**config.mk**
```make
export PLATFORM = sky130hd
export DESIGN_NAME = step_pulse_differential_odometry_flat
export DESIGN_NICKNAME = d
export VERILOG_FILES = /design/src/rtl/spdo_pkg.sv /design/src/rtl/spdo_if.sv /design/src/rtl/spdo_ctrl.sv /design/src/rtl/spdo_dp.sv /design/src/rtl/step_pulse_differential_odometry.sv /design/src/flat_wrapper.sv
export SDC_FILE = /design/constraint.sdc
export NUM_CORES = 2
export LEC_CHECK = 0
export BUFFER_PORTS_ARGS = -buffer_cell sky130_fd_sc_hd__buf_2
export CAP_MARGIN = 20
export CORE_MARGIN = 3
export CORE_UTILIZATION = 25
export DETAILED_ROUTE_END_ITERATION = 7
export GPL_ROUTABILITY_DRIVEN = 0
export SYNTH_ARGS = -nofsm -noshare
export SYNTH_HDL_FRONTEND = slang
export SYNTH_SLANG_ARGS = --single-unit
```
**constraint.sdc**
```tcl
create_clock -name clk -period 9.2 [get_ports clk]
set_input_delay 1.84 -clock clk [delete_from_list [all_inputs] [get_ports clk]]
set_output_delay 1.84 -clock clk [all_outputs]
set_load 0.01 [all_outputs]
```
**src/rtl/spdo_pkg.sv**
```systemverilog
package spdo_pkg;

	localparam int FRAC_BITS         = 24;
	localparam int CORDIC_ITERATIONS = 24;
	localparam int ITER_W            = $clog2(CORDIC_ITERATIONS);

	localparam int LEN_W    = 16;
	localparam int TURN_W   = 20;
	localparam int XY_W     = 28;
	localparam int POS_W    = 29;
	localparam int HEAD_W   = 27;
	localparam int HSUM_W   = HEAD_W + 1;
	localparam int DTURN_W  = TURN_W + 2;
	localparam int MEAN_W   = LEN_W + 2;
	localparam int CORDIC_W = 27;
	localparam int PROD_W   = MEAN_W + CORDIC_W;
	localparam int SUM_W    = POS_W + 1;

	localparam int CFG_IDX_W  = 1;
	localparam int CFG_DATA_W = 20;

	typedef enum logic [CFG_IDX_W-1:0] {
		CFG_STEP_LENGTH   = 1'b0,
		CFG_TURN_PER_STEP = 1'b1
	} cfg_idx_t;

	localparam logic [LEN_W-1:0]  STEP_LENGTH_RST   = 16'd1317;
	localparam logic [TURN_W-1:0] TURN_PER_STEP_RST = 20'd5268;

	localparam logic signed [HSUM_W-1:0]   PI_H      = 28'sd52707179;
	localparam logic signed [HSUM_W-1:0]   TWO_PI_H  = 28'sd105414358;
	localparam logic signed [CORDIC_W-1:0] PI_C      = 27'sd52707179;
	localparam logic signed [CORDIC_W-1:0] HALF_PI_C = 27'sd26353589;
	localparam logic signed [CORDIC_W-1:0] CORDIC_K  = 27'sd10188014;

	localparam logic signed [PROD_W-1:0] ROUND_HALF = PROD_W'(1) << (FRAC_BITS - 1);
	localparam logic signed [SUM_W-1:0]  POS_MAX    = 30'sd268435455;
	localparam logic signed [SUM_W-1:0]  POS_MIN    = -30'sd268435456;

	typedef struct packed {
		logic                   operation;
		logic                   left_step;
		logic                   right_step;
		logic                   left_reverse;
		logic                   right_reverse;
		logic signed [XY_W-1:0]   new_x;
		logic signed [XY_W-1:0]   new_y;
		logic signed [HEAD_W-1:0] new_heading;
	} evt_t;

	typedef struct packed {
		logic              load;
		logic              wrap;
		logic              init;
		logic              rot;
		logic              mulx;
		logic              muly;
		logic              accy;
		logic              commit;
		logic [ITER_W-1:0] iter;
	} cmd_t;

	typedef struct packed {
		logic set_pose;
	} sts_t;

	// atan(2^-i) in 2^-24 rad, rounded to nearest
	function automatic logic signed [CORDIC_W-1:0] atan_lut(input logic [ITER_W-1:0] i);
		logic signed [CORDIC_W-1:0] v;
		begin
			case (i)
				5'd0:    v = 27'sd13176795;
				5'd1:    v = 27'sd7778716;
				5'd2:    v = 27'sd4110060;
				5'd3:    v = 27'sd2086331;
				5'd4:    v = 27'sd1047214;
				5'd5:    v = 27'sd524117;
				5'd6:    v = 27'sd262123;
				5'd7:    v = 27'sd131069;
				5'd8:    v = 27'sd65536;
				5'd9:    v = 27'sd32768;
				5'd10:   v = 27'sd16384;
				5'd11:   v = 27'sd8192;
				5'd12:   v = 27'sd4096;
				5'd13:   v = 27'sd2048;
				5'd14:   v = 27'sd1024;
				5'd15:   v = 27'sd512;
				5'd16:   v = 27'sd256;
				5'd17:   v = 27'sd128;
				5'd18:   v = 27'sd64;
				5'd19:   v = 27'sd32;
				5'd20:   v = 27'sd16;
				5'd21:   v = 27'sd8;
				5'd22:   v = 27'sd4;
				5'd23:   v = 27'sd2;
				default: v = '0;
			endcase
			return v;
		end
	endfunction

endpackage

```
**src/rtl/spdo_if.sv**
```systemverilog
interface spdo_evt_if;
	import spdo_pkg::*;
	logic                     valid;
	logic                     ready;
	logic                     operation;
	logic                     left_step;
	logic                     right_step;
	logic                     left_reverse;
	logic                     right_reverse;
	logic signed [XY_W-1:0]   new_x;
	logic signed [XY_W-1:0]   new_y;
	logic signed [HEAD_W-1:0] new_heading;

	modport source (output valid, operation, left_step, right_step, left_reverse,
		right_reverse, new_x, new_y, new_heading, input ready);
	modport sink (input valid, operation, left_step, right_step, left_reverse,
		right_reverse, new_x, new_y, new_heading, output ready);
endinterface

interface spdo_pose_if;
	import spdo_pkg::*;
	logic                     valid;
	logic                     ready;
	logic signed [XY_W-1:0]   pose_x;
	logic signed [XY_W-1:0]   pose_y;
	logic signed [HEAD_W-1:0] pose_heading;

	modport source (output valid, pose_x, pose_y, pose_heading, input ready);
	modport sink (input valid, pose_x, pose_y, pose_heading, output ready);
endinterface

interface spdo_cfg_if;
	import spdo_pkg::*;
	logic                  valid;
	logic                  ready;
	logic [CFG_IDX_W-1:0]  index;
	logic [CFG_DATA_W-1:0] data;

	modport source (output valid, index, data, input ready);
	modport sink (input valid, index, data, output ready);
endinterface

```
**src/rtl/spdo_ctrl.sv**
```systemverilog
module spdo_ctrl (
	input  logic          clk,
	input  logic          arst_n,
	input  logic          evt_valid,
	output logic          evt_ready,
	output logic          pose_valid,
	input  logic          pose_ready,
	input  spdo_pkg::sts_t sts,
	output spdo_pkg::cmd_t cmd
);
	import spdo_pkg::*;

	typedef enum logic [7:0] {
		ST_IDLE   = 8'b0000_0001,
		ST_WRAP   = 8'b0000_0010,
		ST_INIT   = 8'b0000_0100,
		ST_ROT    = 8'b0000_1000,
		ST_MULX   = 8'b0001_0000,
		ST_MULY   = 8'b0010_0000,
		ST_ACCY   = 8'b0100_0000,
		ST_COMMIT = 8'b1000_0000
	} state_t;

	localparam logic [ITER_W-1:0] ITER_LAST = ITER_W'(CORDIC_ITERATIONS - 1);

	state_t            state_q, state_d;
	logic [ITER_W-1:0] iter_q;
	logic              out_valid_q;

	always_comb begin
		state_d    = state_q;
		cmd        = '0;
		cmd.iter   = iter_q;
		unique case (state_q)
			ST_IDLE: begin
				if (evt_valid) begin
					cmd.load = 1'b1;
					state_d  = ST_WRAP;
				end
			end
			ST_WRAP: begin
				cmd.wrap = 1'b1;
				state_d  = sts.set_pose ? ST_COMMIT : ST_INIT;
			end
			ST_INIT: begin
				cmd.init = 1'b1;
				state_d  = ST_ROT;
			end
			ST_ROT: begin
				cmd.rot = 1'b1;
				if (iter_q == ITER_LAST) state_d = ST_MULX;
			end
			ST_MULX: begin
				cmd.mulx = 1'b1;
				state_d  = ST_MULY;
			end
			ST_MULY: begin
				cmd.muly = 1'b1;
				state_d  = ST_ACCY;
			end
			ST_ACCY: begin
				cmd.accy = 1'b1;
				state_d  = ST_COMMIT;
			end
			ST_COMMIT: begin
				// hold until the result slot is free
				if (!out_valid_q || pose_ready) begin
					cmd.commit = 1'b1;
					state_d    = ST_IDLE;
				end
			end
			default: state_d = ST_IDLE;
		endcase
	end

	always_ff @(posedge clk or negedge arst_n) begin
		if (!arst_n) begin
			state_q     <= ST_IDLE;
			iter_q      <= '0;
			out_valid_q <= 1'b0;
		end else begin
			state_q <= state_d;
			if (cmd.init)     iter_q <= '0;
			else if (cmd.rot) iter_q <= iter_q + ITER_W'(1);
			if (cmd.commit)      out_valid_q <= 1'b1;
			else if (pose_ready) out_valid_q <= 1'b0;
		end
	end

	assign evt_ready  = (state_q == ST_IDLE);
	assign pose_valid = out_valid_q;

	a_load_to_wrap: assert property (@(posedge clk) disable iff (!arst_n)
		cmd.load |=> state_q == ST_WRAP)
		else $error("item load not followed by wrap");

	a_rot_full: assert property (@(posedge clk) disable iff (!arst_n)
		state_q == ST_MULX |-> $past(state_q) == ST_ROT && $past(iter_q) == ITER_LAST)
		else $error("multiply entered before all rotations");

	a_set_skips: assert property (@(posedge clk) disable iff (!arst_n)
		(state_q == ST_COMMIT && sts.set_pose) |->
		($past(state_q) == ST_WRAP || $past(state_q) == ST_COMMIT))
		else $error("set pose went through the rotation path");

	a_valid_rise: assert property (@(posedge clk) disable iff (!arst_n)
		$rose(out_valid_q) |-> $past(state_q) == ST_COMMIT)
		else $error("result shown without commit");

	a_no_overwrite: assert property (@(posedge clk) disable iff (!arst_n)
		(out_valid_q && !pose_ready) |-> !cmd.commit)
		else $error("pending item overwritten");
endmodule

```
**src/rtl/spdo_dp.sv**
```systemverilog
module spdo_dp (
	input  logic                                clk,
	input  logic                                arst_n,
	input  spdo_pkg::cmd_t                      cmd,
	output spdo_pkg::sts_t                      sts,
	input  spdo_pkg::evt_t                      evt_data,
	input  logic                                cfg_we,
	input  logic [spdo_pkg::CFG_IDX_W-1:0]      cfg_index,
	input  logic [spdo_pkg::CFG_DATA_W-1:0]     cfg_data,
	output logic signed [spdo_pkg::XY_W-1:0]    pose_x,
	output logic signed [spdo_pkg::XY_W-1:0]    pose_y,
	output logic signed [spdo_pkg::HEAD_W-1:0]  pose_heading
);
	import spdo_pkg::*;

	// architectural state
	logic [LEN_W-1:0]           step_len_q;
	logic [TURN_W-1:0]          turn_q;
	logic signed [POS_W-1:0]    pos_x_q, pos_y_q;
	logic signed [HEAD_W-1:0]   heading_q;

	// working registers
	logic                       op_q;
	logic signed [XY_W-1:0]     set_x_q, set_y_q;
	logic signed [HSUM_W-1:0]   hsum_q;
	logic signed [HEAD_W-1:0]   hnew_q;
	logic signed [MEAN_W-1:0]   mean_q;
	logic signed [CORDIC_W-1:0] x_q, y_q, z_q;
	logic signed [PROD_W-1:0]   prod_q;
	logic signed [POS_W-1:0]    nx_q, ny_q;

	// load: wheel travel and raw heading
	logic signed [MEAN_W-1:0]   len_ext, trav_l, trav_r, mean_d;
	logic signed [DTURN_W-1:0]  turn_ext, turn_l, turn_r, dturn;
	logic signed [HSUM_W-1:0]   hsum_d;

	always_comb begin
		len_ext  = MEAN_W'(step_len_q);
		trav_l   = evt_data.left_step  ? (evt_data.left_reverse  ? -len_ext : len_ext) : '0;
		trav_r   = evt_data.right_step ? (evt_data.right_reverse ? -len_ext : len_ext) : '0;
		mean_d   = trav_l + trav_r;
		turn_ext = DTURN_W'(turn_q);
		turn_l   = evt_data.left_step  ? (evt_data.left_reverse  ? -turn_ext : turn_ext) : '0;
		turn_r   = evt_data.right_step ? (evt_data.right_reverse ? -turn_ext : turn_ext) : '0;
		dturn    = turn_r - turn_l;
		hsum_d   = evt_data.operation ? HSUM_W'(evt_data.new_heading)
		                              : HSUM_W'(heading_q) + HSUM_W'(dturn);
	end

	// heading wrap into [-pi, pi]; one correction covers every reachable sum
	logic signed [HSUM_W-1:0] hwrap;

	always_comb begin
		if (hsum_q > PI_H)       hwrap = hsum_q - TWO_PI_H;
		else if (hsum_q < -PI_H) hwrap = hsum_q + TWO_PI_H;
		else                     hwrap = hsum_q;
	end

	// CORDIC rotation step
	logic signed [CORDIC_W-1:0] xs, ys, atan_v;

	always_comb begin
		xs     = x_q >>> cmd.iter;
		ys     = y_q >>> cmd.iter;
		atan_v = atan_lut(cmd.iter);
	end

	// shared multiplier, rounding and saturating accumulate
	logic signed [CORDIC_W-1:0] mul_op;
	logic signed [PROD_W-1:0]   prod_d, rnd_full;
	logic signed [POS_W-1:0]    pos_sel, pos_sat;
	logic signed [SUM_W-1:0]    sum_w;

	always_comb begin
		mul_op   = cmd.muly ? y_q : x_q;
		prod_d   = mean_q * mul_op;
		rnd_full = (prod_q + ROUND_HALF) >>> FRAC_BITS;
		pos_sel  = cmd.accy ? pos_y_q : pos_x_q;
		sum_w    = SUM_W'(pos_sel) + $signed(rnd_full[SUM_W-1:0]);
		if (sum_w > POS_MAX)      pos_sat = POS_MAX[POS_W-1:0];
		else if (sum_w < POS_MIN) pos_sat = POS_MIN[POS_W-1:0];
		else                      pos_sat = sum_w[POS_W-1:0];
	end

	always_ff @(posedge clk or negedge arst_n) begin
		if (!arst_n) begin
			step_len_q <= STEP_LENGTH_RST;
			turn_q     <= TURN_PER_STEP_RST;
			pos_x_q    <= '0;
			pos_y_q    <= '0;
			heading_q  <= '0;
		end else begin
			if (cfg_we) begin
				unique case (cfg_idx_t'(cfg_index))
					CFG_STEP_LENGTH:   step_len_q <= cfg_data[LEN_W-1:0];
					CFG_TURN_PER_STEP: turn_q     <= cfg_data[TURN_W-1:0];
					default: ;
				endcase
			end
			if (cmd.commit) begin
				heading_q <= hnew_q;
				if (op_q) begin
					pos_x_q <= {set_x_q, 1'b0};
					pos_y_q <= {set_y_q, 1'b0};
				end else begin
					pos_x_q <= nx_q;
					pos_y_q <= ny_q;
				end
			end
		end
	end

	always_ff @(posedge clk) begin
		if (cmd.load) begin
			op_q    <= evt_data.operation;
			set_x_q <= evt_data.new_x;
			set_y_q <= evt_data.new_y;
			mean_q  <= mean_d;
			hsum_q  <= hsum_d;
		end
		if (cmd.wrap) hnew_q <= hwrap[HEAD_W-1:0];
		if (cmd.init) begin
			// fold into [-pi/2, pi/2]; the sign flip rides on the travel
			x_q <= CORDIC_K;
			y_q <= '0;
			if (hnew_q > HALF_PI_C) begin
				z_q    <= hnew_q - PI_C;
				mean_q <= -mean_q;
			end else if (hnew_q < -HALF_PI_C) begin
				z_q    <= hnew_q + PI_C;
				mean_q <= -mean_q;
			end else begin
				z_q <= hnew_q;
			end
		end
		if (cmd.rot) begin
			if (!z_q[CORDIC_W-1]) begin
				x_q <= x_q - ys;
				y_q <= y_q + xs;
				z_q <= z_q - atan_v;
			end else begin
				x_q <= x_q + ys;
				y_q <= y_q - xs;
				z_q <= z_q + atan_v;
			end
		end
		if (cmd.mulx || cmd.muly) prod_q <= prod_d;
		if (cmd.muly) nx_q <= pos_sat;
		if (cmd.accy) ny_q <= pos_sat;
	end

	assign sts.set_pose  = op_q;
	assign pose_x        = pos_x_q[POS_W-1:1];
	assign pose_y        = pos_y_q[POS_W-1:1];
	assign pose_heading  = heading_q;
endmodule

```
**src/rtl/step_pulse_differential_odometry.sv**
```systemverilog
// Differential-drive odometry from stepper step events. Each evt item is either a step
// event (step and reverse flags per wheel) or a set-pose load; every item returns the
// pose after it on the pose channel (x, y in 2^-24 m, saturating at +-8 m; heading in
// 2^-24 rad, wrapped into [-pi, pi]). One item is processed at a time: a step event goes
// through load, wrap, init, the 24-round CORDIC that shares one rotation stage, one round
// per cycle, then multiply x, multiply y, accumulate y and commit; a set-pose item goes from
// wrap straight to commit. The next item is taken in the cycle after the result is
// committed; a result not yet taken holds the commit. A finished pose waits in the output
// register while the next item is accepted and worked on. step_length and turn_per_step
// are written over cfg (index 0 and 1); the user must write them only while the block is
// idle, which the block itself does not enforce; cfg is always ready.
module step_pulse_differential_odometry (
	input logic         clk,
	input logic         arst_n,
	spdo_evt_if.sink    evt,
	spdo_pose_if.source pose,
	spdo_cfg_if.sink    cfg
);
	import spdo_pkg::*;

	cmd_t cmd;
	sts_t sts;
	evt_t evt_data;

	assign evt_data = '{
		operation:     evt.operation,
		left_step:     evt.left_step,
		right_step:    evt.right_step,
		left_reverse:  evt.left_reverse,
		right_reverse: evt.right_reverse,
		new_x:         evt.new_x,
		new_y:         evt.new_y,
		new_heading:   evt.new_heading
	};

	assign cfg.ready = 1'b1;

	spdo_ctrl u_ctrl (
		.clk        (clk),
		.arst_n     (arst_n),
		.evt_valid  (evt.valid),
		.evt_ready  (evt.ready),
		.pose_valid (pose.valid),
		.pose_ready (pose.ready),
		.sts        (sts),
		.cmd        (cmd)
	);

	spdo_dp u_dp (
		.clk          (clk),
		.arst_n       (arst_n),
		.cmd          (cmd),
		.sts          (sts),
		.evt_data     (evt_data),
		.cfg_we       (cfg.valid),
		.cfg_index    (cfg.index),
		.cfg_data     (cfg.data),
		.pose_x       (pose.pose_x),
		.pose_y       (pose.pose_y),
		.pose_heading (pose.pose_heading)
	);
endmodule

```
**src/flat_wrapper.sv**
```systemverilog
// flat-port wrapper written by rule: the top's interface ports become plain ports
module step_pulse_differential_odometry_flat import spdo_pkg::*;
  (clk, arst_n, evt_valid, evt_operation, evt_left_step, evt_right_step, evt_left_reverse, evt_right_reverse, evt_new_x, evt_new_y, evt_new_heading, evt_ready, pose_valid, pose_pose_x, pose_pose_y, pose_pose_heading, pose_ready, cfg_valid, cfg_index, cfg_data, cfg_ready);
  spdo_evt_if evt_i ();
  spdo_pose_if pose_i ();
  spdo_cfg_if cfg_i ();
  input logic clk;
  input logic arst_n;
  input wire logic [$bits(evt_i.valid)-1:0] evt_valid;
  input wire logic [$bits(evt_i.operation)-1:0] evt_operation;
  input wire logic [$bits(evt_i.left_step)-1:0] evt_left_step;
  input wire logic [$bits(evt_i.right_step)-1:0] evt_right_step;
  input wire logic [$bits(evt_i.left_reverse)-1:0] evt_left_reverse;
  input wire logic [$bits(evt_i.right_reverse)-1:0] evt_right_reverse;
  input wire logic [$bits(evt_i.new_x)-1:0] evt_new_x;
  input wire logic [$bits(evt_i.new_y)-1:0] evt_new_y;
  input wire logic [$bits(evt_i.new_heading)-1:0] evt_new_heading;
  output wire logic [$bits(evt_i.ready)-1:0] evt_ready;
  output wire logic [$bits(pose_i.valid)-1:0] pose_valid;
  output wire logic [$bits(pose_i.pose_x)-1:0] pose_pose_x;
  output wire logic [$bits(pose_i.pose_y)-1:0] pose_pose_y;
  output wire logic [$bits(pose_i.pose_heading)-1:0] pose_pose_heading;
  input wire logic [$bits(pose_i.ready)-1:0] pose_ready;
  input wire logic [$bits(cfg_i.valid)-1:0] cfg_valid;
  input wire logic [$bits(cfg_i.index)-1:0] cfg_index;
  input wire logic [$bits(cfg_i.data)-1:0] cfg_data;
  output wire logic [$bits(cfg_i.ready)-1:0] cfg_ready;
  assign evt_i.valid = evt_valid;
  assign evt_i.operation = evt_operation;
  assign evt_i.left_step = evt_left_step;
  assign evt_i.right_step = evt_right_step;
  assign evt_i.left_reverse = evt_left_reverse;
  assign evt_i.right_reverse = evt_right_reverse;
  assign evt_i.new_x = evt_new_x;
  assign evt_i.new_y = evt_new_y;
  assign evt_i.new_heading = evt_new_heading;
  assign evt_ready = evt_i.ready;
  assign pose_valid = pose_i.valid;
  assign pose_pose_x = pose_i.pose_x;
  assign pose_pose_y = pose_i.pose_y;
  assign pose_pose_heading = pose_i.pose_heading;
  assign pose_i.ready = pose_ready;
  assign cfg_i.valid = cfg_valid;
  assign cfg_i.index = cfg_index;
  assign cfg_i.data = cfg_data;
  assign cfg_ready = cfg_i.ready;
  step_pulse_differential_odometry u_core (.clk(clk), .arst_n(arst_n), .evt(evt_i), .pose(pose_i), .cfg(cfg_i));
endmodule
```
==> flow_summary.json <==
{
  "hold-path-endpoint": "u_core.u_ctrl.state_q[2]$_DFFE_PN0P_",
  "yosys_warnings": 0,
  "finalSetupViolations": 0,
  "slowest_delay_ns": 0.56,
  "status": "completed",
  "grt_pass1_wl_um": 222000,
  "antenna_left": 0,
  "vias": 38820,
  "crit_top_cell": "fa_1",
  "finalSetupTns_ns": 0,
  "num-nets-final": 6356,
  "dpl.hpwl_um": 111100,
  "syn_nets": 6352,
  "clk_pin_slew_ns": 0.07,
  "portBuffers": 198,
  "wl_per_cell_um": 17.21,
  "drv_slew": 0,
  "drive_gt1_share_pct": 10.57,
  "cts_tree": "done",
  "firstDrtPassIters": 5,
  "critPathRequiredTime_ns": 9.54,
  "num_rows": 163,
  "hold_class": "flop to flop",
  "viasPerCell": 4.764,
  "initial_utilization_pct": 25.30,
  "critPathLaunch": "u_core.u_ctrl.state_q[2]$_DFFE_PN0P_",
  "drc": 0,
  "hold_violations": 0,
  "skew_ns": 0.03761,
  "min_from": "u_core.u_dp.sts$_DFFE_PP_",
  "synth_edf_count": 274,
  "cts_buffers": 48,
  "cts-root-buf": "clkbuf_16",
  "startpoint_type": "flop",
  "syn-cell-area_um2": 50260,
  "crit_arrival_ns": 8.90,
  "drv_cap": 0,
  "synth_seq_cells": 426,
  "rsz0062_at_grt": "no",
  "worst-slew-pin-transition_ns": 1.077,
  "fin_crit_ns": 8.555,
  "drt_wl_total_um": 140200,
  "end_kind": "flop",
  "cts_setup_buffers": 0,
  "cts_max_level": 2,
  "syn-instance-count": 5460,
  "antenna_found_initial": 3,
  "grtUsageTotal_pct": 13.38,
  "synthFlopType": "edfxtp_1",
  "reg2reg_setup_slack_ns": 0.64,
  "synth_cell_types": 96,
  "grt.overflow.total": 0,
  "maxSlewHeadroom_pct": 27.92,
  "insertion_delay_ns": 0.63,
  "grt_start_max_net_pins": 117,
  "dieArea_um2": 206400,
  "fp.dieW_um": 454.4,
  "path_max_fanout": 38,
  "holdPathStages": 1,
  "cts.repair.resized": 0,
  "ctsHoldBuffers": 0,
  "r2r_end": "u_core.u_dp.prod_q[40]$_DFFE_PP_",
  "grt_pass1_vias": 39820,
  "clk_path_buf_depth": 3,
  "crit_slowest_cell": "nor4b_1",
  "yosysSeqAreaShare_pct": 23.80,
  "reg2reg_from": "u_core.u_ctrl.state_q[2]$_DFFE_PN0P_",
  "fmax_mhz": 116.9,
  "die_h_um": 454.4,
  "core_area_um2": 198600,
  "async_reset_ff_share_pct": 31.69,
  "clock-sinks": 426,
  "r2r_cells": 28,
  "synth_area_per_cell_um2": 9.204,
  "ios": 200,
  "area_delta_synth_final_pct": 10.10,
  "period_share_pct": 92.99,
  "crit_type": "flop to flop",
  "drtIter0Drc": 2828
}
[worst max-delay path: cells and delay by family (launching register included)]
family | cells | cell delay (ns)
DFF | 1 | 0.41
muxes | 1 | 0.45
AOI/OAI and AO/OA | 8 | 1.70
xor gates and xnor gates | 1 | 0.14
adders and majority gates | 7 | 3.36
buffers and inverters | 6 | 0.60
and+or+nand+nor | 5 | 1.59
[flip-flops by register name, indices dropped and copies added (netlist names), 27 cells and up]
| name | cells |
|---|---|
| u_core.u_dp.pos_x_q | 29 |
| u_core.u_dp.pos_y_q | 29 |
| u_core.u_dp.pose_heading | 27 |
| u_core.u_dp.y_q | 27 |
| u_core.u_dp.hsum_q | 28 |
| u_core.u_dp.ny_q | 29 |
| u_core.u_dp.set_y_q | 28 |
| u_core.u_dp.hnew_q | 27 |
| u_core.u_dp.z_q | 27 |
| u_core.u_dp.x_q | 27 |
| u_core.u_dp.nx_q | 29 |
| u_core.u_dp.set_x_q | 28 |
[per-stage QoR]
step	instance area, um2	cells	util, %	worst slack (ns)	hold WS, ns
after floorplan	50260	5460	-	0.9235	0.4497
after global placement	53580	8051	26.97	0.8438	0.4533
after detailed placement	53600	8052	26.99	0.7207	0.4432
after CTS	55290	8142	27.83	0.6552	0.4589
after global routing	55330	8146	27.85	0.2644	0.4904
final	55330	8148	27.86	0.6449	0.4579
[placed cells by master (no fill, tap or decap), drive strengths merged, types with 12 or more instances in the layout]
cell / instances
nand2: 736
inv: 664
fa: 479
ha: 299
nor2: 299
edfxtp: 274
o21ai: 272
buf: 270
xnor2: 250
a21oi: 236
and2: 236
dfrtp: 124
xor2: 123
mux2i: 114
mux2: 111
a21o: 87
nor3: 68
mux4: 68
nand3: 64
clkbuf: 59
or3: 56
a31oi: 56
nor2b: 53
nand2b: 43
o21a: 39
and3: 36
a211oi: 34
o21bai: 27
o31ai: 26
o22ai: 22
or2: 21
o211ai: 20
nand4: 18
clkinv: 18
dfxtp: 17
nor4: 14
a211o: 12
[worst max path at each step]
stage	end	slack, ns
6_report	u_core.u_dp.prod_q[40]$_DFFE_PP_	0.64
5_1_grt	u_core.u_dp.prod_q[40]$_DFFE_PP_	0.26
4_1_cts	u_core.u_dp.prod_q[40]$_DFFE_PP_	0.66
3_5_place_dp	u_core.u_dp.prod_q[40]$_DFFE_PP_	0.72
3_3_place_gp	u_core.u_dp.prod_q[40]$_DFFE_PP_	0.84
2_1_floorplan	u_core.u_dp.prod_q[42]$_DFFE_PP_	0.92
[cell type report]
| class | count | area (um2) |
|---|---|---|
| antenna | 4 | 10.01 |
| clock buffer | 59 | 1325 |
| clock inverter | 31 | 359.1 |
| fill | 20950 | 143300 |
| inverter | 660 | 2480 |
| multi-input combinational | 4058 | 34290 |
| sequential | 426 | 11970 |
| tap | 2640 | 3303 |
| timing repair buffer | 270 | 1603 |
[cells by family after synthesis]
family | synth area share [%]
muxes | 7.954
xor gates and xnor gates | 6.501
and+or+nand+nor | 15.82
buffers and inverters | 8.014
adders and majority gates | 26.62
AOI/OAI and AO/OA | 11.28
other | 0.007462
DFF | 23.80
[cell usage after synthesis, drive strengths merged (8+ instances only)]
| library cell | n | area share (%) |
|---|---|---|
| a21o | 87 | 1.3 |
| o21ai | 272 | 2.7 |
| fa | 479 | 19 |
| and2 | 236 | 2.9 |
| inv | 657 | 4.9 |
| a211o | 12 | 0.21 |
| nand3 | 64 | 0.64 |
| a211oi | 34 | 0.51 |
| a311oi | 11 | 0.19 |
| dfrtp | 124 | 6.2 |
| o21a | 39 | 0.58 |
| buf | 108 | 1.5 |
| nor2b | 53 | 0.66 |
| o21bai | 27 | 0.41 |
| xnor2 | 250 | 4.4 |
| mux4 | 68 | 3.1 |
| edfxtp | 274 | 16 |
| mux2 | 111 | 2.5 |
| and3 | 36 | 0.45 |
| a21boi | 11 | 0.16 |
| o211ai | 20 | 0.34 |
| dfstp | 11 | 0.58 |
| nor2 | 299 | 2.2 |
| nor3b | 8 | 0.12 |
| a21oi | 236 | 2.4 |
| nand2b | 43 | 0.54 |
| mux2i | 114 | 2.3 |
| nand3b | 10 | 0.16 |
| o31ai | 26 | 0.39 |
| clkbuf | 208 | 1.6 |
| dfxtp | 17 | 0.68 |
| nor3 | 68 | 0.68 |
| a32oi | 9 | 0.16 |
| a31oi | 56 | 0.70 |
| xor2 | 123 | 2.1 |
| nor4 | 14 | 0.22 |
| nand2 | 736 | 5.5 |
| or3 | 56 | 0.70 |
| o22ai | 22 | 0.27 |
| nand4 | 18 | 0.22 |
| or2 | 21 | 0.26 |
| ha | 299 | 7.4 |
[per-layer routing]
layer	track usage, %	vias up	routed length [um]
li1	-	18190	-
met5	0	-	0
met1	16.52	19380	57690
met4	5.226	0	5552
met2	23.98	996	70950
met3	1.189	261	6019
Power is not shown: default switching activity piles up to over one toggle a cycle in this logic, so the estimate is an artifact.
